--- config.mk ---
export PLATFORM = sky130hd
export DESIGN_NAME = backslash_escape_decoder
export DESIGN_NICKNAME = d
export VERILOG_FILES = /design/src/rtl/core/bed_pkg.sv /design/src/rtl/core/bed_decode.sv /design/src/rtl/core/bed_outq.sv /design/src/rtl/core/backslash_escape_decoder.sv
export SDC_FILE = /design/constraint.sdc
export NUM_CORES = 1
export LEC_CHECK = 0
export ABC_AREA = 1
export BUFFER_PORTS_ARGS = -buffer_cell sky130_fd_sc_hd__buf_2
export CORE_MARGIN = 5
export CORE_UTILIZATION = 45
export CTS_CLUSTER_DIAMETER = 80
export DETAILED_ROUTE_END_ITERATION = 7
export GPL_TIMING_DRIVEN = 0
export SETUP_SLACK_MARGIN = 0.02
export SKIP_CTS_REPAIR_TIMING = 1
export SYNTH_ARGS = -nofsm -noshare
export SYNTH_HDL_FRONTEND = slang
export SYNTH_SLANG_ARGS = --single-unit
export TNS_END_PERCENT = 5
--- constraint.sdc ---
create_clock -name clk -period 9.5 [get_ports clk]
set_clock_uncertainty 0.1 [all_clocks]
set_input_delay 0.95 -clock clk [delete_from_list [all_inputs] [get_ports clk]]
set_output_delay 0.95 -clock clk [all_outputs]
set_load 0.01 [all_outputs]
--- src/rtl/core/bed_pkg.sv ---
package bed_pkg;

  // Input command codes
  typedef enum logic [1:0] {
    CMD_TEXT = 2'd0,
    CMD_SEP  = 2'd1,
    CMD_END  = 2'd2,
    CMD_NONE = 2'd3
  } cmd_t;

  // Configuration register indexes
  localparam logic CFG_ESC_EN = 1'b0;
  localparam logic CFG_NL_EN  = 1'b1;

  localparam int unsigned MAX_RESULTS = 3;
  localparam int unsigned CNT_W       = $clog2(MAX_RESULTS + 1);

  typedef struct packed {
    cmd_t       cmd;
    logic [7:0] data_byte;
  } in_item_t;

  typedef struct packed {
    logic [7:0] out_byte;
    logic       last_of_run;
  } out_item_t;

  // One input's worth of result bytes, in emission order from index 0
  typedef struct packed {
    logic [CNT_W-1:0]                 cnt;
    logic [MAX_RESULTS-1:0][7:0]      bytes;
  } grp_t;

  // Decoder status seen by the top level
  typedef struct packed {
    logic stopped;
    logic pending;
  } dec_stat_t;

endpackage

--- src/rtl/core/bed_decode.sv ---
module bed_decode (
  input  logic              clk,
  input  logic              rst_n,
  input  bed_pkg::in_item_t item,
  input  logic              commit,
  input  logic              esc_en,
  input  logic              nl_en,
  output bed_pkg::grp_t     grp,
  output bed_pkg::dec_stat_t stat
);

  typedef enum logic [4:0] {
    PM_NORMAL = 5'b00001,
    PM_BSLASH = 5'b00010,
    PM_HEX0   = 5'b00100,
    PM_HEX1   = 5'b01000,
    PM_OCT    = 5'b10000
  } pmode_t;

  localparam logic [7:0] CH_BSLASH = 8'h5C;
  localparam logic [7:0] CH_SPACE  = 8'h20;
  localparam logic [7:0] CH_NL     = 8'h0A;
  localparam logic [7:0] CH_X      = 8'h78;
  localparam logic [7:0] CH_C      = 8'h63;
  localparam logic [7:0] CH_A      = 8'h61;
  localparam logic [7:0] CH_B      = 8'h62;
  localparam logic [7:0] CH_E      = 8'h65;
  localparam logic [7:0] CH_F      = 8'h66;
  localparam logic [7:0] CH_N      = 8'h6E;
  localparam logic [7:0] CH_R      = 8'h72;
  localparam logic [7:0] CH_T      = 8'h74;
  localparam logic [7:0] CH_V      = 8'h76;
  localparam logic [7:0] BY_BEL    = 8'h07;
  localparam logic [7:0] BY_BS     = 8'h08;
  localparam logic [7:0] BY_ESC    = 8'h1B;
  localparam logic [7:0] BY_FF     = 8'h0C;
  localparam logic [7:0] BY_CR     = 8'h0D;
  localparam logic [7:0] BY_TAB    = 8'h09;
  localparam logic [7:0] BY_VT     = 8'h0B;

  localparam int unsigned CW = bed_pkg::CNT_W;

  pmode_t     mode_r, mode_nxt;
  logic [8:0] dv_r, dv_nxt;
  logic [1:0] dc_r, dc_nxt;
  logic       stop_r, stop_nxt;

  logic [7:0] b;
  logic       is_oct, is_hex;
  logic [3:0] hv;
  logic [8:0] dv_oct;
  logic [1:0] dc_inc;
  logic [7:0] clamp_dv, clamp_oct;
  logic [1:0] fl_cnt;
  logic [7:0] fl_b0, fl_b1;

  assign b      = item.data_byte;
  assign is_oct = (b[7:3] == 5'b00110);
  assign dv_oct = {dv_r[5:0], b[2:0]};
  assign dc_inc = dc_r + 2'd1;
  assign clamp_dv  = dv_r[8]   ? 8'hFF : dv_r[7:0];
  assign clamp_oct = dv_oct[8] ? 8'hFF : dv_oct[7:0];

  always_comb begin
    is_hex = 1'b1;
    hv     = 4'd0;
    if (b >= 8'h30 && b <= 8'h39) begin
      hv = b[3:0];
    end else if ((b >= 8'h61 && b <= 8'h66) || (b >= 8'h41 && b <= 8'h46)) begin
      hv = b[3:0] + 4'd9;
    end else begin
      is_hex = 1'b0;
    end
  end

  // What ending the pending escape would emit
  always_comb begin
    fl_cnt = 2'd0;
    fl_b0  = CH_BSLASH;
    fl_b1  = CH_X;
    unique case (mode_r) inside
      PM_BSLASH: fl_cnt = 2'd1;
      PM_HEX0:   fl_cnt = 2'd2;
      PM_HEX1, PM_OCT: begin
        fl_cnt = 2'd1;
        fl_b0  = clamp_dv;
      end
      default:   fl_cnt = 2'd0;
    endcase
  end

  always_comb begin
    logic             do_flush;
    logic             do_plain;
    logic [1:0]       tail_n;
    logic [7:0]       tail0, tail1;
    logic [CW-1:0]    k;
    mode_nxt = mode_r;
    dv_nxt   = dv_r;
    dc_nxt   = dc_r;
    stop_nxt = stop_r;
    do_flush = 1'b0;
    do_plain = 1'b0;
    tail_n   = 2'd0;
    tail0    = b;
    tail1    = b;
    grp      = '0;
    k        = '0;

    if (item.cmd == bed_pkg::CMD_NONE) begin
      // ignored
    end else if (stop_r) begin
      if (item.cmd == bed_pkg::CMD_END) begin
        stop_nxt = 1'b0;
        mode_nxt = PM_NORMAL;
        dv_nxt   = '0;
        dc_nxt   = '0;
      end
    end else begin
      unique case (item.cmd)
        bed_pkg::CMD_SEP: begin
          do_flush = 1'b1;
          tail_n   = 2'd1;
          tail0    = CH_SPACE;
        end
        bed_pkg::CMD_END: begin
          do_flush = 1'b1;
          tail_n   = nl_en ? 2'd1 : 2'd0;
          tail0    = CH_NL;
        end
        default: begin
          if (!esc_en) begin
            do_flush = 1'b1;
            tail_n   = 2'd1;
          end else begin
            unique case (mode_r)
              PM_BSLASH: begin
                mode_nxt = PM_NORMAL;
                tail_n   = 2'd1;
                case (b)
                  CH_A:      tail0 = BY_BEL;
                  CH_B:      tail0 = BY_BS;
                  CH_E:      tail0 = BY_ESC;
                  CH_F:      tail0 = BY_FF;
                  CH_N:      tail0 = CH_NL;
                  CH_R:      tail0 = BY_CR;
                  CH_T:      tail0 = BY_TAB;
                  CH_V:      tail0 = BY_VT;
                  CH_BSLASH: tail0 = CH_BSLASH;
                  CH_C: begin
                    tail_n   = 2'd0;
                    stop_nxt = 1'b1;
                  end
                  CH_X: begin
                    tail_n   = 2'd0;
                    mode_nxt = PM_HEX0;
                  end
                  default: begin
                    if (is_oct) begin
                      tail_n   = 2'd0;
                      mode_nxt = PM_OCT;
                      dv_nxt   = {6'd0, b[2:0]};
                      dc_nxt   = 2'd1;
                    end else begin
                      // unknown escape: backslash then the byte
                      tail_n = 2'd2;
                      tail0  = CH_BSLASH;
                      tail1  = b;
                    end
                  end
                endcase
              end
              PM_HEX0: begin
                if (is_hex) begin
                  dv_nxt   = {5'd0, hv};
                  mode_nxt = PM_HEX1;
                end else begin
                  do_flush = 1'b1;
                  do_plain = 1'b1;
                end
              end
              PM_HEX1: begin
                if (is_hex) begin
                  tail_n   = 2'd1;
                  tail0    = {dv_r[3:0], hv};
                  mode_nxt = PM_NORMAL;
                  dv_nxt   = '0;
                end else begin
                  do_flush = 1'b1;
                  do_plain = 1'b1;
                end
              end
              PM_OCT: begin
                if (is_oct) begin
                  if (dc_inc == 2'd3) begin
                    tail_n   = 2'd1;
                    tail0    = clamp_oct;
                    mode_nxt = PM_NORMAL;
                    dv_nxt   = '0;
                    dc_nxt   = '0;
                  end else begin
                    dv_nxt = dv_oct;
                    dc_nxt = dc_inc;
                  end
                end else begin
                  do_flush = 1'b1;
                  do_plain = 1'b1;
                end
              end
              default: begin
                mode_nxt = PM_NORMAL;
                do_plain = 1'b1;
              end
            endcase
          end
        end
      endcase

      if (do_flush) begin
        mode_nxt = PM_NORMAL;
        dv_nxt   = '0;
        dc_nxt   = '0;
      end
      if (do_plain) begin
        if (b == CH_BSLASH) begin
          mode_nxt = PM_BSLASH;
        end else begin
          tail_n = 2'd1;
          tail0  = b;
        end
      end
      if (stop_nxt) begin
        mode_nxt = PM_NORMAL;
        dv_nxt   = '0;
        dc_nxt   = '0;
      end

      // Pack flush bytes then tail bytes, at most three in all
      if (do_flush && fl_cnt != 2'd0) begin
        grp.bytes[k[1:0]] = fl_b0;
        k = k + CW'(1);
      end
      if (do_flush && fl_cnt == 2'd2) begin
        grp.bytes[k[1:0]] = fl_b1;
        k = k + CW'(1);
      end
      if (tail_n != 2'd0 && k != CW'(bed_pkg::MAX_RESULTS)) begin
        grp.bytes[k[1:0]] = tail0;
        k = k + CW'(1);
      end
      if (tail_n == 2'd2 && k != CW'(bed_pkg::MAX_RESULTS)) begin
        grp.bytes[k[1:0]] = tail1;
        k = k + CW'(1);
      end
      grp.cnt = k;
    end
  end

  always_ff @(posedge clk) begin
    if (!rst_n) begin
      mode_r <= PM_NORMAL;
      dv_r   <= '0;
      dc_r   <= '0;
      stop_r <= 1'b0;
    end else if (commit) begin
      mode_r <= mode_nxt;
      dv_r   <= dv_nxt;
      dc_r   <= dc_nxt;
      stop_r <= stop_nxt;
    end
  end

  assign stat.stopped = stop_r;
  assign stat.pending = (mode_r != PM_NORMAL);

endmodule

--- src/rtl/core/bed_outq.sv ---
module bed_outq (
  input  logic               clk,
  input  logic               rst_n,
  input  logic               load,
  input  bed_pkg::grp_t      grp,
  output logic               can_load,
  output logic               out_valid,
  input  logic               out_ready,
  output bed_pkg::out_item_t out_item
);

  localparam int unsigned CW = bed_pkg::CNT_W;

  logic [bed_pkg::MAX_RESULTS-1:0][7:0] bytes_r;
  logic [CW-1:0]                        rem_r, rem_nxt;
  logic [1:0]                           idx_r, idx_nxt;
  logic                                 take;

  assign out_valid            = (rem_r != '0);
  assign take                 = out_valid && out_ready;
  assign can_load             = (rem_r == '0) || (rem_r == CW'(1) && out_ready);
  assign out_item.out_byte    = bytes_r[idx_r];
  assign out_item.last_of_run = (rem_r == CW'(1));

  always_comb begin
    rem_nxt = rem_r;
    idx_nxt = idx_r;
    if (take) begin
      rem_nxt = rem_r - CW'(1);
      idx_nxt = idx_r + 2'd1;
    end
    if (load) begin
      rem_nxt = grp.cnt;
      idx_nxt = 2'd0;
    end
  end

  always_ff @(posedge clk) begin
    if (!rst_n) begin
      rem_r <= '0;
      idx_r <= '0;
    end else begin
      rem_r <= rem_nxt;
      idx_r <= idx_nxt;
    end
  end

  always_ff @(posedge clk) begin
    if (load) begin
      bytes_r <= grp.bytes;
    end
  end

endmodule

--- src/rtl/core/backslash_escape_decoder.sv ---
// Path: an accepted beat waits in the input register until the decoder commits;
//   its results then go to the result register and are presented on out_*.
// Throughput: one input beat per cycle while out_ready holds high and each input
//   gives at most one result; more results (up to 3) hold the decoder until taken.
// Reset: synchronous, active low; clears the parser, the result register and sets
//   escape_enable to 0 and newline_enable to 1.
module backslash_escape_decoder (
  input  logic               clk,
  input  logic               rst_n,
  // input channel
  input  logic               in_valid,
  output logic               in_ready,
  input  bed_pkg::in_item_t  in_item,
  // result channel
  output logic               out_valid,
  input  logic               out_ready,
  output bed_pkg::out_item_t out_item,
  // configuration
  input  logic               cfg_we,
  input  logic               cfg_index,
  input  logic               cfg_wdata
);

  // Configuration registers
  logic esc_en_r;
  logic nl_en_r;

  always_ff @(posedge clk) begin
    if (!rst_n) begin
      esc_en_r <= 1'b0;
      nl_en_r  <= 1'b1;
    end else if (cfg_we) begin
      unique case (cfg_index)
        bed_pkg::CFG_ESC_EN: esc_en_r <= cfg_wdata;
        bed_pkg::CFG_NL_EN:  nl_en_r  <= cfg_wdata;
        default:             esc_en_r <= esc_en_r;
      endcase
    end
  end

  // Input register: holds one beat until the decoder commits it
  logic              in_v_r;
  bed_pkg::in_item_t in_item_r;
  logic              commit;
  logic              in_take;

  bed_pkg::grp_t     grp;
  bed_pkg::dec_stat_t dec_stat;
  logic              can_load;
  logic              load;

  assign in_take  = in_valid && in_ready;
  assign in_ready = !in_v_r || commit;

  always_ff @(posedge clk) begin
    if (!rst_n) begin
      in_v_r <= 1'b0;
    end else if (in_ready) begin
      in_v_r <= in_valid;
    end
  end

  always_ff @(posedge clk) begin
    if (in_take) begin
      in_item_r <= in_item;
    end
  end

  // A beat with no results commits at once; one with results needs the
  // result register free (or freeing this cycle).
  assign commit = in_v_r && ((grp.cnt == '0) || can_load);
  assign load   = commit && (grp.cnt != '0);

  bed_decode u_decode (
    .clk    (clk),
    .rst_n  (rst_n),
    .item   (in_item_r),
    .commit (commit),
    .esc_en (esc_en_r),
    .nl_en  (nl_en_r),
    .grp    (grp),
    .stat   (dec_stat)
  );

  bed_outq u_outq (
    .clk       (clk),
    .rst_n     (rst_n),
    .load      (load),
    .grp       (grp),
    .can_load  (can_load),
    .out_valid (out_valid),
    .out_ready (out_ready),
    .out_item  (out_item)
  );

  // A loaded group must show up on the result port next cycle
  a_load_shows: assert property (@(posedge clk) disable iff (!rst_n)
    load |=> out_valid)
    else $error("loaded result group not presented");

  // After a stop escape, nothing is emitted until end of message
  a_stop_silent: assert property (@(posedge clk) disable iff (!rst_n)
    dec_stat.stopped |-> (grp.cnt == '0))
    else $error("result produced while output stopped");

  // A held input beat keeps its payload until the decoder commits it
  a_hold_input: assert property (@(posedge clk) disable iff (!rst_n)
    (in_v_r && !commit) |=> (in_v_r && $stable(in_item_r)))
    else $error("input register lost an uncommitted beat");

  // While stopped no escape is left pending
  a_stop_clean: assert property (@(posedge clk) disable iff (!rst_n)
    dec_stat.stopped |-> !dec_stat.pending)
    else $error("escape pending while output stopped");

endmodule

==> flow_summary.json <==
{
  "synth_top_family_by_area": "simple AND/OR/NAND/NOR gates",
  "tightest_slew_ns": 0.571,
  "drt_iter0_markers": 369,
  "slew_headroom_pct": 61.6,
  "dieArea_um2": 11700,
  "die_h_um": 108,
  "avgSynthCellArea_um2": 6.89,
  "die_w_um": 108,
  "grt_overflow_total": 0,
  "synth_edf_count": 34,
  "cp-start-kind": "flop",
  "syn_to_final_growth_pct": 11.9,
  "final.min_clock_period_ns": 5.10,
  "ys_warn_count": 0,
  "synth_ff_type": "edfxtp_1",
  "core_area_um2": 9280,
  "pin_count": 28,
  "maxSlewViolCount": 0,
  "required_ns": 8.45,
  "synth.cell_area_um2": 4320,
  "path_class": "flop to primary output",
  "synth_top_area_share_pct": 23.6,
  "wl_per_cell_um": 16.5,
  "max_freq_ghz": 0.196,
  "min-delay-start": "u_decode.mode_r[3]$_SDFFE_PN0P_",
  "synth-seq-cells": 58,
  "pre_cts_ws_ns": 4.84,
  "synth_compound_area_share_pct": 17.3,
  "synth.most_common_cell": "nand2_1",
  "synthesis.instances": 627,
  "hold_viol": 0,
  "ys_types": 49,
  "grt_max_degree": 26,
  "initial_core_util_pct": 46.5,
  "status": "finished clean",
  "path_max_fanout": 8,
  "wirelength_um": 13200,
  "vias": 4378,
  "fin_util_pct": 52.1,
  "period_share_pct": 53.7,
  "r2r-end": "u_outq.bytes_r[17]$_SDFFCE_PP0P_",
  "layout.cells.non_filler": 798,
  "drv_cap": 0,
  "cts_root_buffer": "clkbuf_8",
  "async_flop_share_pct": 0,
  "setup_ws_ns": 4.40,
  "clk_latency_ns": 0.35,
  "rows": 35,
  "p_leak_nw": 2.24,
  "holdPathStages": 2,
  "ys_seq_area_share_pct": 34.8,
  "viasPerCell": 5.49,
  "muxShareOfSynthArea_pct": 0,
  "synth_fp_nets": 654,
  "rsz0062_at_grt": "no",
  "numCtsBuffers": 9,
  "power_density_nw_per_um2": 171,
  "first_pass_iters": 5,
  "grt_pass1_wl_um": 21100,
  "nets": 691,
  "synth_fa_ha_area_share_pct": 2.90,
  "dp_hpwl_um": 10400,
  "portBuffers": 26,
  "synth_area_leaders": "edfxtp_1 (24%), dfxtp_1 (11%), nand2_1 (10%)",
  "endpoint_kind": "primary output",
  "cts_tree": "built",
  "h-tree-depth": 3,
  "cts_buffer_depth": 2,
  "min_to": "u_decode.mode_r[3]$_SDFFE_PN0P_",
  "synthXorXnorAreaFrac_pct": 0.608,
  "synthTopCellsByCount": "nand2_1 (116), nor2_1 (105), inv_1 (83)",
  "worst_r2r_path_depth": 21,
  "grt_antenna_before_repair": 0,
  "synth-simple-area-share_pct": 33.8,
  "setup_viol": 0,
  "r2r-start": "in_item_r[0]$_DFFE_PP_",
  "cts.clk_slew.worst_paths_ns": 0.07,
  "holdWs_ns": 0.412,
  "r2r_slack_ns": 5.03,
  "grt_use_total_pct": 23.3,
  "place_inst": 782,
  "first_global_vias": 4151,
  "cp.arrival_ns": 4.05,
  "max-vdd-ir-drop_uv": 107,
  "insertedDiodeCount": 0,
  "place_congestion": 0.980,
  "ant_nets": 0,
  "clock-sinks": 58,
  "setup_tns_ns": 0,
  "drc": 0,
  "hold_class": "flop to flop",
  "drive_above_1_share_pct": 12.9,
  "yosysTopAreaCell": "edfxtp_1"
}
==> final cells by class <==
type                    instances  area (um^2)
repair buffers                 26          130
well taps                     129          161
flip-flops and latches         58         1500
clock inverters                 3         42.5
plain buffers                  20          100
inverters                      95          359
fillers                       961         4450
multi-input cells             454         2360
clock buffers                  13          180
==> through the flow <==
stage	total power [mW]	cell area, um^2
2_1_floorplan	0.493	4320
3_3_place_gp	0.562	4610
3_5_place_dp	0.565	4610
4_1_cts	0.827	4830
5_1_grt	0.872	4830
6_report	0.825	4830
==> state kept, by name (all words and copies together) (netlist names), 2 cells and up <==
name,flops
u_outq.idx_r,2
u_decode.dc_r,2
u_outq.rem_r,2
u_outq.bytes_r,24
u_decode.dv_r,9
u_decode.mode_r,5
in_item_r,10
==> worst max path at each step <==
| stage | slack, ns | endpoint | depth (start not counted) | start |
|---|---|---|---|---|
| 2_1_floorplan | 5.66 | in_ready | 20 | in_item_r[0]$_DFFE_PP_ |
| 3_3_place_gp | 4.81 | in_ready | 21 | in_item_r[0]$_DFFE_PP_ |
| 3_5_place_dp | 4.84 | in_ready | 21 | in_item_r[0]$_DFFE_PP_ |
| 4_1_cts | 4.44 | in_ready | 21 | in_item_r[0]$_DFFE_PP_ |
| 5_1_grt | 4.06 | in_ready | 21 | in_item_r[0]$_DFFE_PP_ |
| 6_report | 4.40 | in_ready | 21 | in_item_r[0]$_DFFE_PP_ |
==> worst max-delay path, cell delays in order, from the launching register on <==
cell and delay (ns):
edfxtp_1 0.53, inv_1 0.27, ha_1 0.29, o21ai_1 0.08
nand2_1 0.11, nand3_4 0.13, nor2_4 0.23, inv_2 0.07
nand2_1 0.10, nand3_2 0.14, nand2_1 0.16, inv_1 0.13
ha_1 0.34, inv_1 0.10, nor2_2 0.05, nor2_1 0.27
inv_2 0.12, nand2_1 0.11, nand2_2 0.06, nand2_2 0.12
nand3_1 0.11, buf_2 0.18
==> kinds of logic after synthesis <==
family          Yosys count
xor+xnor                  3
flops                    58
fa+ha+maj                10
compound gates          123
buf+inv                 115
simple gates            318
==> report_power, final <==
part / internal (mW) / total [mW] / switching (mW)
Sequential: 0.298 / 0.315 / 0.0168
Combinational: 0.0769 / 0.248 / 0.171
Clock: 0.152 / 0.262 / 0.110
==> cells in the final DEF (no fill, tap or decap), types with 4 or more instances in the layout <==
cell type	synthesis	routed
o211ai_1	11	11
o22ai_1	6	6
nor3_1	13	13
edfxtp_1	34	34
nor2_1	105	105
nor2_2	5	5
nand3_1	39	39
a31oi_1	5	5
buf_2	2	28
a21oi_1	31	31
o31ai_1	11	11
nand2_2	7	7
clkbuf_8	0	11
inv_2	10	10
nand3_2	4	4
nand4_1	14	14
dfxtp_1	24	24
o21ai_0	38	38
clkbuf_1	12	13
inv_1	83	83
ha_1	10	10
buf_4	4	4
nand2_1	116	116
==> routing by layer <==
| metal | track usage, % | share of wire [%] |
|---|---|---|
| met1 | 29.2 | 45 |
| met4 | 7.03 | 2.0 |
| met3 | 4.00 | 4.9 |
| met2 | 40.8 | 48 |
| met5 | 0 | 0 |
Note: power is estimated with default switching activity, not from simulation.
